## src/rtl/core/lis_pkg.sv

```systemverilog
// lis_pkg: shared constants, state enum, command/status structs and store entry
// type for the longest increasing subsequence core. No dependencies.
package lis_pkg;

  localparam int MAX_ITEMS = 64;
  localparam int DATA_W    = 32;                        // lis_value / value field width
  localparam int LEN_OUT_W = 7;                         // lis_length field width
  localparam int LEN_W     = $clog2(MAX_ITEMS + 1);     // counts 0..MAX_ITEMS
  localparam int IDX_W     = $clog2(MAX_ITEMS);         // store address

  typedef enum logic [3:0] {
    ST_IDLE,
    ST_DECIDE,
    ST_SCAN,
    ST_STORE,
    ST_TRACE_INIT,
    ST_TRACE_RD,
    ST_TRACE_WR,
    ST_EMIT_RD,
    ST_EMIT_LD
  } lis_state_t;

  typedef struct packed {
    logic accept;      // latch incoming request, start scan
    logic scan;        // one scan step over the store
    logic store;       // write new entry, update best run
    logic trace_init;  // load trace pointers from best run
    logic trace_sel;   // store read address from trace pointer
    logic trace_step;  // copy one run element to output buffer
    logic emit_load;   // move one element to output register
  } lis_cmd_t;

  typedef struct packed {
    logic full;
    logic last;
    logic scan_done;
    logic trace_done;
    logic emit_done;
    logic out_free;
  } lis_status_t;

  typedef struct packed {
    logic signed [DATA_W-1:0] value;
    logic [LEN_W-1:0]         len;
    logic [IDX_W-1:0]         pred;
  } lis_entry_t;

endpackage

```

## src/rtl/core/lis_ctrl.sv

```systemverilog
// lis_ctrl: sequencing state machine; issues commands to lis_datapath from its status.
// Depends on lis_pkg.
module lis_ctrl (
  input  logic                 clk,
  input  logic                 rst_n,
  input  logic                 in_valid,
  output logic                 in_ready,
  input  lis_pkg::lis_status_t status,
  output lis_pkg::lis_cmd_t    cmd
);

  lis_pkg::lis_state_t state_r, state_nxt;

  always_ff @(posedge clk) begin
    if (!rst_n) begin
      state_r <= lis_pkg::ST_IDLE;
    end else begin
      state_r <= state_nxt;
    end
  end

  always_comb begin
    state_nxt = state_r;
    cmd       = '0;
    in_ready  = 1'b0;
    case (state_r)
      lis_pkg::ST_IDLE: begin
        in_ready = 1'b1;
        if (in_valid) begin
          cmd.accept = 1'b1;
          state_nxt  = lis_pkg::ST_DECIDE;
        end
      end
      lis_pkg::ST_DECIDE: begin
        // full store drops the request, but its last mark still closes
        if (status.full) begin
          state_nxt = status.last ? lis_pkg::ST_TRACE_INIT : lis_pkg::ST_IDLE;
        end else begin
          state_nxt = lis_pkg::ST_SCAN;
        end
      end
      lis_pkg::ST_SCAN: begin
        if (status.scan_done) begin
          state_nxt = lis_pkg::ST_STORE;
        end else begin
          cmd.scan = 1'b1;
        end
      end
      lis_pkg::ST_STORE: begin
        cmd.store = 1'b1;
        state_nxt = status.last ? lis_pkg::ST_TRACE_INIT : lis_pkg::ST_IDLE;
      end
      lis_pkg::ST_TRACE_INIT: begin
        cmd.trace_init = 1'b1;
        state_nxt      = lis_pkg::ST_TRACE_RD;
      end
      lis_pkg::ST_TRACE_RD: begin
        cmd.trace_sel = 1'b1;
        state_nxt     = lis_pkg::ST_TRACE_WR;
      end
      lis_pkg::ST_TRACE_WR: begin
        cmd.trace_sel  = 1'b1;
        cmd.trace_step = 1'b1;
        state_nxt      = status.trace_done ? lis_pkg::ST_EMIT_RD : lis_pkg::ST_TRACE_RD;
      end
      lis_pkg::ST_EMIT_RD: begin
        state_nxt = lis_pkg::ST_EMIT_LD;
      end
      lis_pkg::ST_EMIT_LD: begin
        if (status.out_free) begin
          cmd.emit_load = 1'b1;
          state_nxt     = status.emit_done ? lis_pkg::ST_IDLE : lis_pkg::ST_EMIT_RD;
        end
      end
      default: begin
        state_nxt = lis_pkg::ST_IDLE;
      end
    endcase
  end

endmodule

```

## config.mk

```make
export PLATFORM = sky130hd
export DESIGN_NAME = lis_ctrl
export DESIGN_NICKNAME = d
export VERILOG_FILES = /design/src/rtl/core/lis_pkg.sv /design/src/rtl/core/lis_ctrl.sv
export SDC_FILE = /design/constraint.sdc
export NUM_CORES = 1
export LEC_CHECK = 0
export BUFFER_PORTS_ARGS = -buffer_cell sky130_fd_sc_hd__buf_2
export CORE_AREA = 4 4 41 43
export DETAILED_ROUTE_END_ITERATION = 8
export DIE_AREA = 0 0 45 47
export GPL_TIMING_DRIVEN = 0
export SLEW_MARGIN = 20
export SYNTH_ARGS = -nofsm -noshare
export SYNTH_HDL_FRONTEND = slang
export SYNTH_SLANG_ARGS = --single-unit
```

## constraint.sdc

```tcl
create_clock -name clk -period 1.5 [get_ports clk]
set_clock_uncertainty 0.15 [all_clocks]
set_input_delay 0.225 -clock clk [delete_from_list [all_inputs] [get_ports clk]]
set_output_delay 0.225 -clock clk [all_outputs]
set_load 0.02 [all_outputs]
```

### Word-level counts from Yosys, hierarchy flattened

Cells that the tools add are included.

| storage, ports and cells | value |
|---|---|
| input bits | 9 |
| logic and storage cells | 34 |
| register bits after elaboration | 4 |
| output and inout bits | 8 |

| operators by class | value |
|---|---|
| reduce and logical (&&, ||, !) cells | 3 |
| equal/unequal tests | 11 |
| multiplexer cells | 19 |

Operators by type and width:

| cell | count |
|---|---|
| $pmux W4 S9 | 1 |
| $eq A4 B3 Y1 const B | 4 |
| $mux W4 | 3 |
| $mux W1 | 11 |
| $mux W3 | 3 |
| $eq A4 B2 Y1 const B | 2 |
| $ne A2 B2 Y1 const B | 3 |
| $eq A4 B1 Y1 const B | 1 |
| $eq A4 B4 Y1 const B | 1 |
| $logic_not A4 Y1 | 1 |
| $reduce_and A3 Y1 | 1 |
| $mux W2 | 1 |
| $reduce_or A2 Y1 | 1 |

### Logic depth before layout (Yosys ltp)

| depth | value |
|---|---|
| word-level depth | 3 |
| mapped depth | 5 |

### Worst setup path after synthesis

OpenSTA, ideal clock, no wires.

| timing path | value |
|---|---|
| path kind | register -> output |
| start point | reg state_r[0] |
| end point | out cmd[6] (netlist bit) |
| data arrival time | 1.476 ns |
| slack | -0.351 ns |
| cell stages (with the launch flop) | 5 |
| path through | dfxtp_1 > buf_6 > or2_4 > nor3_1 > and2_1 |

RTL lines:

| what | RTL line | RTL |
|---|---|---|
| start, declared | lis_ctrl.sv:12 | `lis_pkg::lis_state_t state_r, state_nxt;` |
| start signal, assigned | lis_ctrl.sv:16 | `state_r <= lis_pkg::ST_IDLE;` |
| start signal, assigned | lis_ctrl.sv:18 | `state_r <= state_nxt;` |
| end, declared | lis_ctrl.sv:9 | `output lis_pkg::lis_cmd_t cmd` |

==> impl.org <==
** Global routing
- Largest net degree at the start of global routing :: 10
- Total routing usage reported by global routing :: 13.3%
- The number of antenna violations at the first check in global routing was 0.
- Via count of the first global-routing pass :: 469
- The first global-routing pass estimated 1.99 mm of wire.
- Summed over all layers, the global routing overflow is 0.

** Synth
- During synthesis, Yosys emitted a total of 0 warnings.
- Avg Cell Area, Syn :: 7.59 um^2
- The cell count after synthesis came out at 43.
- Post-synthesis cell type count :: 25
- Mapped Nets :: 52
- Of the synthesized area, sequential elements account for 24.5%.
- After synthesis the netlist holds a flip-flop and latch count of 4.
- In this run the cell area of the synthesized design comes to 327 um^2.

** Layout
- Area growth syn-to-layout :: 116%
- The post-route netlist has 71.6% of its cells at a drive strength greater than 1.
- NumNets Final :: 85
- Sequential cell area :: 88.8 um^2
- The layout has 124 filler cells.
- After routing the design area is 704 um^2.
- Fin util :: 54.1%
- Largest registers :: state_r: 4 flops
- The register with the most flip-flops in the layout has 4 of them.
- The multi-input combinational cells in the finished layout cover a total of 308 um^2.
- Number of inserted diodes :: 0
- Register with the most flip-flops :: state_r

** CTS
- CTS saw 4 sinks.
- Insertion delay of the later-clocked pin in the worst-skew pair :: 240 ps
- For this design, the CTS-stage hold fixing added 0 buffers.
- In this run, CTS created clock tree buffers numbering 3.
- H-tree Lvls :: 1
- TritonCTS built the clock tree.
- Counting along the longest clock path gives a buffer depth of 2.
- Clock-pin slew was measured on the worst setup and hold paths at 50 ps.
- The tree is rooted in a sky130_fd_sc_hd__clkbuf_4.

** Floorplanning
- Pin placement for this block handled 17 I/O pins.
- Die Area :: 2120 um^2
- The floorplan has 13 rows.
- Once the floorplan was initialized, standard cells occupied 25.1% of the core.
- From bottom edge to top edge, the die measures 47 um.
- The total area inside the core boundary comes to 1300 um^2.
- DIE WIDTH :: 45 um

** Min path
- Along the worst hold path, the cell count comes to 2.
- Hold endpoint :: state_r[3]$_SDFFE_PN0P_
- Worst min-delay path class :: in2reg
- The worst hold path begins at rst_n.

** Critical path
- The number of cells on the worst reg-to-reg path is 6.
- Worst EP arrival :: 1390 ps
- The endpoint identified for the worst register-to-register timing path is state_r[1]$_SDFFE_PN0P_.
- Walking the worst path, the cells encountered are or2_4 > or3_4 > nor2_4 > buf_6.
- Worst setup path category :: reg2out
- Flop2flop setup slack :: -190 ps
- On the worst path, the slowest cell contributes a delay of 350 ps.
- In this run the worst path has a maximum fanout of 2.
- The worst setup path is captured at an output pin.
- Among all stages on the critical path, the largest delay is contributed by sky130_fd_sc_hd__or3_4.
- Startpoint of the worst-slack reg-to-reg timing path :: state_r[0]$_SDFFE_PN0P_
- Worst setup SP type :: flip-flop
- Worst endpoint required time :: 1120 ps

** Power
- The share of total power dissipated in combinational logic is 38.8%.
- Maximum resistive drop on vdd :: 0.290 mV
- Power spread over the standard cell area amounts to 605 nW/um^2.
- The share of total power dissipated in sequential elements is 27.0%.
- Int Pwr :: 0.293 mW
- For this design the static power due to leakage is 0.335 nW.
- Fraction of power spent switching nets :: 31.2%
- Clock network fraction of total power :: 34.1%
- Net switching component of the power :: 0.133 mW

** Drt
- In the routed layout, each cell is associated on average with a via count of 4.97.
- The first TritonRoute pass finished after 4 iterations.
- Vias post-DR :: 442
- Dividing the detail-routed wire length by the instance count gives 13.8 um.
- Sum of routed wire length over all layers :: 1.23 mm
- Once detail routing completed, the nets flagged for antenna violations numbered 0.
- After the first detailed-routing iteration, the DRC count stood at 5.
- DRC violations left :: 0

** Placement
- In this run the tool buffered the top-level ports with 16 buffer cells.
- Worst setup timing slack at the placement stage :: -205 ps
- Detailed placement ended at an HPWL of 724 um.
- Routability-driven placement finished with a final weighted congestion of 0.706.
- Cell area after placement :: 448 um^2

** STA
- Relative slew slack :: 87.4%
- After layout, the minimum clock period comes to 1760 ps.
- Hold Slack :: 82.7 ps
- Tcrit/Tclk final :: 118%
- Final hold violation count :: 0
- Top achievable clock speed :: 0.567 GHz
- Setup repair after global routing could not meet its margin everywhere.
- Setup slack on the critical path of the routed design comes to -263 ps.
- Setup violations remaining at the end of the flow were counted as 12.
- Least-Margin Pin Slew :: 188 ps
- Setup_tns :: -1700 ps
- Number of slew-limit violations in the final report :: 0

** Run
- Max-cap violations in this run came to 0.

** Run status
- Failing checks :: negative setup slack
- The flow ran to the end, but the final reports show violations.
[worst max-delay path by stage]
stage                                        from      to  slack [ps]  cells past startpoint
final                     state_r[0]$_SDFFE_PN0P_  cmd[0]        -260                      4
after global routing      state_r[3]$_SDFFE_PN0P_  cmd[0]        -310                      5
after CTS                 state_r[0]$_SDFFE_PN0P_  cmd[0]        -350                      4
after detailed placement  state_r[3]$_SDFFE_PN0P_  cmd[0]        -200                      5
after global placement    state_r[3]$_SDFFE_PN0P_  cmd[0]        -180                      5
after floorplan           state_r[0]$_SDFFE_PN0P_  cmd[6]        -140                      4
[synth_stat cells, drive strengths merged]
cell / number / area share [%]
dfxtp: 4 / 25
and3: 3 / 5.7
buf: 3 / 6.5
nand2b: 3 / 5.7
nor2: 3 / 3.4
nor3: 3 / 4.6
o21ai: 3 / 4.6
a21oi: 2 / 3.1
and2: 2 / 3.8
nand2: 2 / 2.3
nand3b: 2 / 4.6
o22ai: 2 / 3.8
a2bb2oi: 1 / 2.7
a31oi: 1 / 1.9
clkinv: 1 / 1.1
inv: 1 / 1.1
nand4b: 1 / 2.7
nor3b: 1 / 2.3
o211a: 1 / 3.1
o221a: 1 / 3.4
or2: 1 / 2.7
or3: 1 / 3.4
xor2: 1 / 2.7
[metrics by stage]
step | power [mW] | instances
finish | 0.426 | 89
global placement | 0.215 | 74
CTS | 0.416 | 86
floorplan | 0.186 | 43
detailed placement | 0.217 | 74
global route | 0.453 | 89
[cells by family after synthesis]
group	synth area share, %
simple gates	41.4
flops	24.5
xor+xnor	2.68
buf+inv	8.81
compound gates	22.6
[layout by cell type, fill, tap and decap left out, drive strengths merged]
cell / count
buf: 31
dfxtp: 4
and3: 3
clkbuf: 3
nor2: 3
nor3: 3
o21ai: 3
nand2b: 3
a21oi: 2
nand3b: 2
nand2: 2
and2: 2
o22ai: 2
clkinv: 1
nor3b: 1
xor2: 1
or2: 1
inv: 1
or3: 1
a2bb2oi: 1
o211a: 1
a31oi: 1
o221a: 1
nand4b: 1
[final cells by class]
type                       instances  share of cell area [%]
clock buffer                       3                    3.20
buffer                             2                    3.20
multi-input combinational         34                    43.7
sequential                         4                    12.6
inverter                           2                    1.78
tap                               15                    2.66
timing repair buffer              29                    32.9
[routing by layer]
metal / vias up / part of all wire [%] / track usage, %
li1: 220 / - / -
met1: 204 / 39 / 14.3
met2: 18 / 52 / 22.3
met3: 0 / 9.2 / 5.75
met4: 0 / 0 / 6.43
met5: - / 0 / 0
[timing repair]
item                                    in CTS  in global routing
buffers inserted                            11                  6
cloned                                       0                  0
pin swaps                                   11                  9
gates resized for setup                     33                 13
endpoints found under the setup margin      12                 12
[worst max-delay path, delay by kind of cell (launching register included)]
family	cells	cell delay, ps
and+or+nand+nor	3	690
buffers and inverters	1	120
DFF	1	340
[power by group through the flow]
stage               clock network [mW]  registers [mW]  logic (mW)
floorplan                            0           0.117      0.0692
global placement                     0           0.118      0.0975
detailed placement                   0           0.118      0.0994
CTS                              0.152           0.115       0.150
global route                     0.158           0.116       0.179
finish                           0.145           0.115       0.165
Note: power is estimated with default switching activity, not from simulation.
